==> config.mk <==
export PLATFORM = sky130hd
export DESIGN_NAME = ste_track
export DESIGN_NICKNAME = d
export VERILOG_FILES = /design/src/rtl/ste_pkg.sv /design/src/rtl/ste_track.sv
export SDC_FILE = /design/constraint.sdc
export NUM_CORES = 1
export LEC_CHECK = 0
export BUFFER_PORTS_ARGS = -buffer_cell sky130_fd_sc_hd__buf_2
export CORE_UTILIZATION = 40
export CTS_CLUSTER_SIZE = 12
export DETAILED_ROUTE_END_ITERATION = 8
export HOLD_SLACK_MARGIN = 0.03
export PLACE_DENSITY_LB_ADDON = 0.12
export REMOVE_ABC_BUFFERS = 1
export SYNTH_ARGS = -nofsm -noshare
export SYNTH_HDL_FRONTEND = slang
export SYNTH_SLANG_ARGS = --single-unit
export TNS_END_PERCENT = 1
==> constraint.sdc <==
create_clock -name clk -period 5.05 [get_ports clk]
set_clock_uncertainty 0.05 [all_clocks]
set_input_delay 0.505 -clock clk [delete_from_list [all_inputs] [get_ports clk]]
set_output_delay 0.505 -clock clk [all_outputs]
set_load 0.05 [all_outputs]
==> src/rtl/ste_pkg.sv <==
package ste_pkg;

  localparam int POS_W   = 24;
  localparam int COEF_W  = 32;
  localparam int PROD_W  = POS_W + COEF_W;
  localparam int SUM_W   = PROD_W + 2;
  localparam int ACC_W   = 48;
  localparam int OFF_SH  = 8;
  localparam int CELL_SH = 28;
  localparam int CELL_W  = ACC_W - CELL_SH;
  localparam int TEX_W   = 24;
  localparam int EXT_W   = 25;
  localparam int IDX_W   = 3;

  localparam logic signed [ACC_W-1:0] SENT_MIN = 48'sd16777199222784;
  localparam logic signed [ACC_W-1:0] SENT_MAX = -48'sd1677704822784;
  localparam logic signed [EXT_W:0]   EXT_SAT  = 26'sd16777200;

  typedef enum logic [IDX_W-1:0] {
    REG_VEC_S_X   = 3'd0,
    REG_VEC_S_Y   = 3'd1,
    REG_VEC_S_Z   = 3'd2,
    REG_VEC_S_OFF = 3'd3,
    REG_VEC_T_X   = 3'd4,
    REG_VEC_T_Y   = 3'd5,
    REG_VEC_T_Z   = 3'd6,
    REG_VEC_T_OFF = 3'd7
  } cfg_reg_e;

  typedef logic signed [COEF_W-1:0] coef_t;
  typedef logic signed [POS_W-1:0]  pos_t;
  typedef logic signed [ACC_W-1:0]  acc_t;

  typedef struct packed {
    coef_t x;
    coef_t y;
    coef_t z;
    coef_t off;
  } axis_cfg_t;

  // Pipeline enables handed from the top-level flow control to each axis.
  typedef struct packed {
    logic ld_prod;
    logic ld_proj;
    logic upd;
    logic last;
    logic out_ld;
  } pipe_ctrl_t;

endpackage

==> src/rtl/ste_track.sv <==
module ste_track
  import ste_pkg::*;
(
  input  logic                    clk,
  input  logic                    rst,
  input  pipe_ctrl_t              ctrl,
  input  acc_t                    proj,
  output logic signed [TEX_W-1:0] texmin,
  output logic signed [EXT_W-1:0] extent
);

  acc_t                      min_acc, max_acc;
  acc_t                      min_new, max_new;
  acc_t                      fin_min, fin_max;
  logic signed [CELL_W-1:0]  lo;
  logic signed [ACC_W:0]     max_up;
  logic signed [CELL_W:0]    hi;
  logic signed [CELL_W+1:0]  span;
  logic signed [EXT_W:0]     ext_full;
  logic signed [EXT_W-1:0]   ext_sat;

  assign min_new = (proj < min_acc) ? proj : min_acc;
  assign max_new = (proj > max_acc) ? proj : max_acc;

  always_ff @(posedge clk) begin
    if (rst) begin
      min_acc <= SENT_MIN;
      max_acc <= SENT_MAX;
    end else if (ctrl.upd) begin
      if (ctrl.last) begin
        min_acc <= SENT_MIN;
        max_acc <= SENT_MAX;
      end else begin
        min_acc <= min_new;
        max_acc <= max_new;
      end
    end
  end

  always_ff @(posedge clk) begin
    if (ctrl.upd && ctrl.last) begin
      fin_min <= min_new;
      fin_max <= max_new;
    end
  end

  // An arithmetic shift floors; adding one cell less one first ceils.
  assign lo       = CELL_W'(fin_min >>> CELL_SH);
  assign max_up   = (ACC_W+1)'(fin_max) + (ACC_W+1)'({CELL_SH{1'b1}});
  assign hi       = (CELL_W+1)'(max_up >>> CELL_SH);
  assign span     = (CELL_W+2)'(hi) - (CELL_W+2)'(lo);
  assign ext_full = (EXT_W+1)'(span) <<< 4;
  assign ext_sat  = (ext_full > EXT_SAT) ? EXT_W'(EXT_SAT) : EXT_W'(ext_full);

  always_ff @(posedge clk) begin
    if (ctrl.out_ld) begin
      texmin <= {lo, 4'b0000};
      extent <= ext_sat;
    end
  end

endmodule

==> results.yml <==
sta:
  fmax_mhz: 225
  rsz0062_at_grt: "no"
  final.min_clock_period_ns: 4.44
  timing.final.crit_share: 0.879
  hold_violations: 0
  max_slew.worst_pin.slew_ns: 0.890
  tns_ns: 0
  drv_slew: 0
  setup_viol: 0
  fin_ws_ns: 0.610
  slew_headroom: 0.406
power:
  p_int_mw: 3.27
  p_sw_frac: 0.291
  power_mw: 4.61
  powerDensity_nw_per_um2: 360
  vdd_ir_drop_max_mv: 0.268
  seqPwrFrac: 0.425
  p_sw_mw: 1.34
  p_leak_nw: 5.31
  combPwrFrac: 0.209
  clkPwrFrac: 0.366
floorplan:
  initial_core_util: 0.412
  ios: 104
  die_y_microns: 169
  die_x_microns: 169
  die-area_sq_um: 28700
  std_cell_rows: 60
  core_sq_um: 27200
clock_tree:
  clock-sinks: 205
  path_clk_slew_ns: 0.06
  post_cts_buffers: 0
  cts_max_level: 1
  cts_resized: 0
  cts.hold.buffers_added: 0
  cts_tree: "built"
  cts_buffers: 24
  root_buffer: "clkbuf_16"
  clock_latency_ns: 0.52
  ctsLongestPathBuffers: 3
logic_synthesis:
  ys_ff_latch: 205
  synth_flop_cell: "edfxtp_1"
  synth.yosys.seq_area_share: 0.464
  syn_area_sq_um: 11200
  syn_area_per_cell_sq_um: 10.2
  synth_edf_count: 109
  synth_top_area_share: 0.292
  yosysTopAreaCell: "edfxtp_1"
  synth_area_leaders: "edfxtp_1 29%, dfxtp_1 17%, ha_1 13%"
  synth_cell_types: 62
  syn_inst: 1099
  ys_warn_count: 0
  synthArstFlopShare: 0
global_routing:
  antenna_found_initial: 2
  grt_max_degree: 98
  grt_pass1_vias: 7641
  gr-total-overflow: 0
  grt_first_pass_wirelength_mm: 39.5
  groute.usage.overall: 0.173
route:
  drc: 0
  wl_met2_mm: 11.3
  met1Wirelength_mm: 11.2
  ant_nets: 0
  met3_length_mm: 1.11
  viasPerCell: 5.07
  drt-pass1-iter-count: 5
  wirelength_mm: 24.3
  highest_layer: "met5"
  num_vias: 8004
  wl_per_cell_microns: 15.4
  drt-initial-drc-count: 407
critical_path:
  path_buf_inv: 0
  critical_path.max_fanout: 6
  cp.required_ns: 5.39
  cpMaxStageDelayCell: "a311oi_1"
  cp.arrival_ns: 4.78
  crit_family: "compound AO/OA/AOI/OAI gates"
  worstSetupStartpointType: "register"
  cp-end-kind: "register"
  slowest_delay_ns: 0.49
  crit_chain: "nor4_1 -> nand4_1 -> o2111a_1 -> and4_1 -> nand3_1 -> xnor2_1 -> ha_1 -> a21oi_1 -> o21ai_0 -> a21oi_1 -> a31oi_1 -> a311oi_1 -> o21ai_0 -> a2111oi_0 -> a22o_1"
  path_class: "reg2reg"
run:
  maxCapViolations: 0
cells_and_area:
  utilization: 0.472
  fillers: 2600
  drive_gt1_frac: 0.140
  final_common_cell: "inv_1"
  syn_to_final_growth_pct: 14.5
  final_cell_mix: "129 x inv_1, 116 x ha_1, 109 x edfxtp_1"
  final_nets: 1361
status:
  status: "finished clean"
place:
  pre_cts_ws_ns: 0.487
  place.gp.congestion: 0.808
  io_buffers: 93
  dp_hpwl_mm: 17.5
min_path:
  hold_path.class: "in2reg"
-- metrics by stage --
| step | hold slack (ns) | cells | area, sq um |
|---|---|---|---|
| 5_1_grt | 0.230 | 1579 | 12800 |
| 6_report | 0.217 | 1580 | 12800 |
| 2_1_floorplan | 0.376 | 1054 | 10900 |
| 3_3_place_gp | 0.386 | 1535 | 12000 |
| 4_1_cts | 0.193 | 1579 | 12800 |
| 3_5_place_dp | 0.388 | 1535 | 12000 |
-- layout make-up --
cell class                 instances  area [sq um]  share of cell area
multi-input combinational        720          5280               0.412
sequential                       205          5190               0.405
clock buffer                      37           711              0.0554
timing repair buffer             109           623              0.0486
inverter                         129           484              0.0378
tap                              372           465              0.0363
clock inverter                     7          60.1             0.00468
antenna                            1          2.50            0.000195
-- cell families after synthesis --
logic type / synth area share
buffers and inverters: 0.0681
and+or+nand+nor: 0.0992
adders and majority gates: 0.131
xor gates and xnor gates: 0.0266
muxes: 0.0253
other: 0.000335
AOI/OAI and AO/OA: 0.185
DFF: 0.464
-- final timing paths --
check,depth (start not counted),slack (ns),end,startpoint
max,15,0.61,extent[24],fin_max[19]
max reg2reg,15,0.61,extent[24],fin_max[19]
min reg2reg,0,0.40,texmin[22],fin_min[46]
min,2,0.22,max_acc[0],proj[0]
-- metal layers --
metal	global-route usage	vias to the layer above
li1	-	4178
met1	0.225	3631
met2	0.296	154
met3	0.0296	39
met4	0.0478	2
met5	0	-
-- cells in the mapped netlist, types with 5 or more instances --
library cell and n:
nor3_1 9, a311o_1 15, nor2b_1 5, o211ai_1 11, xnor2_1 21, a21o_1 9
dfxtp_1 96, nand2b_1 8, a22o_1 70, buf_4 17, o21a_1 6, nand3_1 31
o21ai_0 73, edfxtp_1 109, clkbuf_1 20, mux2i_1 8, a21oi_1 79, buf_2 15
nor2_1 32, ha_1 116, o31ai_1 7, xor2_1 13, nor4_1 13, nand4_1 21
inv_1 129, mux2_2 12, nand2_1 95
-- flip-flops by register name, summed over array words and instances, names as in the netlist --
name,count
fin_max,48
fin_min,20
texmin,20
extent,21
min_acc,48
max_acc,48
-- worst reg2reg max path, cell delays in order, from the launching register on --
cell and delay, ns:
edfxtp_1 0.36, nor4_1 0.40, nand4_1 0.29, o2111a_1 0.36, and4_1 0.29, nand3_1 0.12, xnor2_1 0.12, ha_1 0.30
a21oi_1 0.17, o21ai_0 0.10, a21oi_1 0.21, a31oi_1 0.21, a311oi_1 0.49, o21ai_0 0.20, a2111oi_0 0.46, a22o_1 0.19
-- power by group through the flow --
stage	Sequential (mW)	Clock, mW	Combinational [mW]
2_1_floorplan	2.14	0	0.550
3_3_place_gp	2.00	0	0.959
3_5_place_dp	2.00	0	0.969
4_1_cts	1.96	1.74	0.973
5_1_grt	1.97	1.81	1.08
6_report	1.96	1.69	0.963
Note: power is estimated with default switching activity, not from simulation.
