===== config.mk =====
export PLATFORM = sky130hd
export DESIGN_NAME = ste_cfg
export DESIGN_NICKNAME = d
export VERILOG_FILES = /design/src/rtl/ste_pkg.sv /design/src/rtl/ste_cfg.sv
export SDC_FILE = /design/constraint.sdc
export NUM_CORES = 1
export LEC_CHECK = 0
export BUFFER_PORTS_ARGS = -buffer_cell sky130_fd_sc_hd__buf_4
export CELL_PAD_IN_SITES_DETAIL_PLACEMENT = 0
export CELL_PAD_IN_SITES_GLOBAL_PLACEMENT = 2
export CORE_ASPECT_RATIO = 1.75
export CORE_UTILIZATION = 32
export CTS_BUF_LIST = sky130_fd_sc_hd__clkbuf_4 sky130_fd_sc_hd__clkbuf_8 sky130_fd_sc_hd__clkbuf_16
export CTS_CLUSTER_DIAMETER = 120
export DETAILED_ROUTE_END_ITERATION = 8
export PLACE_DENSITY_LB_ADDON = 0.1
export SETUP_SLACK_MARGIN = 0.1
export SYNTH_ARGS = -nofsm -noshare
export SYNTH_HDL_FRONTEND = slang
export SYNTH_SLANG_ARGS = --single-unit

===== constraint.sdc =====
create_clock -name clk -period 1.6 [get_ports clk]
set_input_delay 0.08 -clock clk [delete_from_list [all_inputs] [get_ports clk]]
set_output_delay 0.08 -clock clk [all_outputs]
set_load 0.01 [all_outputs]

===== src/rtl/ste_pkg.sv =====
package ste_pkg;

  localparam int POS_W   = 24;
  localparam int COEF_W  = 32;
  localparam int PROD_W  = POS_W + COEF_W;
  localparam int SUM_W   = PROD_W + 2;
  localparam int ACC_W   = 48;
  localparam int OFF_SH  = 8;
  localparam int CELL_SH = 28;
  localparam int CELL_W  = ACC_W - CELL_SH;
  localparam int TEX_W   = 24;
  localparam int EXT_W   = 25;
  localparam int IDX_W   = 3;

  localparam logic signed [ACC_W-1:0] SENT_MIN = 48'sd16777199222784;
  localparam logic signed [ACC_W-1:0] SENT_MAX = -48'sd1677704822784;
  localparam logic signed [EXT_W:0]   EXT_SAT  = 26'sd16777200;

  typedef enum logic [IDX_W-1:0] {
    REG_VEC_S_X   = 3'd0,
    REG_VEC_S_Y   = 3'd1,
    REG_VEC_S_Z   = 3'd2,
    REG_VEC_S_OFF = 3'd3,
    REG_VEC_T_X   = 3'd4,
    REG_VEC_T_Y   = 3'd5,
    REG_VEC_T_Z   = 3'd6,
    REG_VEC_T_OFF = 3'd7
  } cfg_reg_e;

  typedef logic signed [COEF_W-1:0] coef_t;
  typedef logic signed [POS_W-1:0]  pos_t;
  typedef logic signed [ACC_W-1:0]  acc_t;

  typedef struct packed {
    coef_t x;
    coef_t y;
    coef_t z;
    coef_t off;
  } axis_cfg_t;

  // Pipeline enables handed from the top-level flow control to each axis.
  typedef struct packed {
    logic ld_prod;
    logic ld_proj;
    logic upd;
    logic last;
    logic out_ld;
  } pipe_ctrl_t;

endpackage


===== src/rtl/ste_cfg.sv =====
module ste_cfg
  import ste_pkg::*;
(
  input  logic              clk,
  input  logic              rst,
  input  logic              cfg_wr_en,
  input  logic [IDX_W-1:0]  cfg_index,
  input  logic [COEF_W-1:0] cfg_data,
  output axis_cfg_t         s_axis,
  output axis_cfg_t         t_axis
);

  cfg_reg_e idx;

  assign idx = cfg_reg_e'(cfg_index);

  always_ff @(posedge clk) begin
    if (rst) begin
      s_axis <= '0;
      t_axis <= '0;
    end else if (cfg_wr_en) begin
      case (idx)
        REG_VEC_S_X:   s_axis.x   <= coef_t'(cfg_data);
        REG_VEC_S_Y:   s_axis.y   <= coef_t'(cfg_data);
        REG_VEC_S_Z:   s_axis.z   <= coef_t'(cfg_data);
        REG_VEC_S_OFF: s_axis.off <= coef_t'(cfg_data);
        REG_VEC_T_X:   t_axis.x   <= coef_t'(cfg_data);
        REG_VEC_T_Y:   t_axis.y   <= coef_t'(cfg_data);
        REG_VEC_T_Z:   t_axis.z   <= coef_t'(cfg_data);
        REG_VEC_T_OFF: t_axis.off <= coef_t'(cfg_data);
        default: ;
      endcase
    end
  end

endmodule


==> summary.md <==
The internal portion of the total power is 0.0109 W. For the final critical-path setup slack, the log shows 0.473 ns. Data arrives at the worst endpoint at 1.05 ns.

The number of gates resized after CTS was 0. The register share of total power is 0.465, and the slew of the pin with the lowest slew margin is 0.514 ns. 0 antenna diodes ended up in the layout. The startpoint identified for the worst register-to-register timing path is s_axis[18]. The max-slew violation total from the final report was 0; the number of clock sinks was 256. Prior to clock tree synthesis, the placed netlist has a worst setup slack of 0.304 ns. For this design the top-level I/O count stands at 294.

The sequential-to-total area share from yosys stat is 0.512. At the end of routability-driven placement, the weighted congestion stood at 0.740. The netlist uses 15 different library cells. The number of global-route vias before repair is 7267, and the number of rows created at floorplan is 85.

The die covers 32000 sq um. The cell with the largest stage delay on the worst path is sky130_fd_sc_hd__dfxtp_1. Switching power share of the total: 0.227. Buffers inserted to repair hold after CTS numbered 0. The endpoint with the worst hold slack was t_axis[67]. The longest clock path from root to sink contains 3 buffers.

For the final routed database, the setup TNS stands at 0 ns. Summing every instance area after synthesis gives 10000 sq um. The number of DRC markers in iteration 0 was 157. The clock power share was 0.458; the number of hold-slack violations in the final timing report was 0.

For the placed cell area, the log shows 12700 sq um. Critical path buffer and inverter count: 1. The share of final-layout standard cells stronger than drive strength 1 is 0.320, and the half-perimeter wire length after detailed placement is 21800 microns. The combined global-route utilization of all metal layers is 0.191, and the final setup violation count is 0.

The tools report the switching component of the power as 0.00322 W. The type of the tightest min-delay check was input port to flop. The region available for standard cell placement spans 30700 sq um. TritonCTS built the clock tree. The logs give 0.326 for the starting density of the core and 4 for the number of optimization iterations in the first detailed-route pass. For this run, the number of standard cells in the final layout without fillers is 1575. The power per cell area was 1040 nW/um^2.

The worst hold path begins at cfg_data[3]. The chip width was 136 microns. For the depth of the CTS H-tree, the log shows 1.

On the worst path, the slowest cell contributes a delay of 0.37 ns. Synthesis produced 906 cells. The number of setup buffers added after CTS is 0. The analysis attributes to cell leakage a power of 6.94 nW. The worst register-to-register path ends at s_axis[18]. The tools report the first-pass GRT wire length as 45800 microns. The critical path class is flop to output pin. After clock tree synthesis, the clock-pin slew on the worst setup and hold paths is 0.06 ns. In the routed design, unresolved DRC markers number 0.

The tools report the count of max-cap constraint violations as 0. The layout has 3002 filler cells. Endpoint required time on the critical path: 1.52 ns. The via count normalized by instance count is 4.49.

In this run the vertical extent of the chip is 236 microns. For the overall via count from detail_route, the log shows 7066. The run gives 0.076 as the combinational power share. The flow ran to the end, and the final reports show no timing, DRC or antenna violations. The post-placement cell count is 1528, and the final layout net count is 1203.

Post-route standard cell area excluding fillers: 13600 sq um. For the highest attainable clock frequency, the log shows 887 MHz. Total nets after synthesis: 944.

The final period utilization is 0.704, and the per-instance average area after synthesis is 11.1 sq um. The tools report the worst slew margin relative to its limit as 0.657. The synthesized design contains 256 register bits. The smallest clock period supported by the final layout is computed as 1.13 ns. The tools report the worst ir drop on vdd as 0.891 mV. Entering global routing, the biggest net connects 32 pins.

In the final routed layout, each cell accounts on average for 19.5 microns. The worst setup path is captured at an output pin. The top cell types in the final layout, fill and taps aside, are sky130_fd_sc_hd__buf_4, sky130_fd_sc_hd__nand2b_1, sky130_fd_sc_hd__mux2i_1, sky130_fd_sc_hd__dfxtp_1, sky130_fd_sc_hd__clkbuf_16. Cell family contributing the most delay on the critical path: flip-flops. The number of clock buffers added by TritonCTS is 26. The cell at the root of the clock tree is sky130_fd_sc_hd__clkbuf_16. The worst clock skew was 0 ns; the aggregate routed wire length was 30800 microns.

The depth of the most critical reg-to-reg path is 2. For this run, the number of Yosys warnings is 0. The initial antenna violation count is 0, and the worst-skew pair later-pin latency is 0.53 ns. Post-route core utilization: 0.442.

The signal on the critical path passes through buf_4. Summed over all layers, the global routing overflow is 0. Internal reg-to-reg setup slack: 0.98 ns. The area added between synthesis and finish works out to 35.6%. The highest fanout seen on the critical path came out at 2. Setup repair after global routing left no endpoint under its margin. The depth of the worst hold-timing path works out to 3.

Leaving out fill and tap cells, the most frequent cell in the layout is sky130_fd_sc_hd__buf_4. In this run the remaining antenna-violating nets after routing total 0. The worst setup path is launched from a flop. In this run the tool buffered the top-level ports with 293 buffer cells.
==> cells in the mapped netlist <==
cell type,n,area share
sky130_fd_sc_hd__nand4_1,1,0.00063
sky130_fd_sc_hd__buf_4,2,0.0015
sky130_fd_sc_hd__or4b_1,1,0.0010
sky130_fd_sc_hd__nand4b_1,3,0.0026
sky130_fd_sc_hd__nand4bb_1,3,0.0034
sky130_fd_sc_hd__mux2i_1,256,0.26
sky130_fd_sc_hd__nor4bb_1,1,0.0010
sky130_fd_sc_hd__buf_1,7,0.0026
sky130_fd_sc_hd__clkbuf_1,56,0.021
sky130_fd_sc_hd__buf_8,1,0.0015
sky130_fd_sc_hd__buf_2,28,0.014
sky130_fd_sc_hd__dfxtp_1,256,0.51
sky130_fd_sc_hd__nor4b_1,1,0.00087
sky130_fd_sc_hd__nand2b_1,288,0.18
sky130_fd_sc_hd__buf_6,2,0.0022
==> cell type report <==
| cell class | instances | area [sq um] | area share |
|---|---|---|---|
| repair buffers | 327 | 2530 | 0.187 |
| multi-input cells | 554 | 4520 | 0.333 |
| flip-flops and latches | 256 | 5120 | 0.377 |
| well taps | 391 | 489 | 0.0360 |
| clock buffers | 41 | 837 | 0.0616 |
| clock inverters | 6 | 80.1 | 0.00590 |
==> layer usage <==
metal,track usage,vias to the layer above,part of all wire
li1,-,3477,-
met5,0,-,0
met3,0.0458,29,0.064
met4,0.0538,0,0.018
met1,0.208,3362,0.38
met2,0.356,198,0.54
==> power by group through the flow <==
stage	registers (W)	logic [W]	clock network [W]
6_report	0.00659	0.00108	0.00649
5_1_grt	0.00661	0.00116	0.00691
4_1_cts	0.00659	0.00111	0.00668
3_5_place_dp	0.00674	0.00111	0
3_3_place_gp	0.00673	0.00111	0
2_1_floorplan	0.00679	0.000525	0
==> flip-flops by register name (all words and copies together), names as in the netlist <==
name / cells
s_axis: 128
t_axis: 128
==> kinds of logic (layout without fill, tap and decap cells) <==
logic type             count (synthesis)  in the layout  synth area share
muxes                                256            256             0.256
buffers and inverters                 96            374            0.0429
and+or+nand+nor                      298            298             0.189
DFF                                  256            256             0.512
==> per-stage QoR <==
| step | power (W) | hold WS, ns |
|---|---|---|
| after floorplan | 0.00732 | 0.392 |
| after global placement | 0.00784 | 0.459 |
| after detailed placement | 0.00784 | 0.465 |
| after CTS | 0.0144 | 0.0143 |
| after global routing | 0.0147 | 0.0417 |
| final | 0.0142 | 0.0105 |
==> worst max path at each step <==
stage	slack, ns	to	startpoint	cells past startpoint
global placement	0.30	s_axis[120]	cfg_index[0]	4
finish	0.47	t_axis[92]	t_axis[92]	1
global route	0.42	s_axis[28]	s_axis[28]	1
detailed placement	0.30	s_axis[122]	cfg_index[0]	4
CTS	0.44	t_axis[67]	t_axis[67]	1
floorplan	0.34	s_axis[117]	cfg_index[1]	5
==> worst reg2reg max path: stages (launching register included) <==
cell and delay (ns):
sky130_fd_sc_hd__dfxtp_1 0.36, sky130_fd_sc_hd__nand2b_1 0.06, sky130_fd_sc_hd__mux2i_1 0.13
Note: power is estimated with default switching activity, not from simulation.
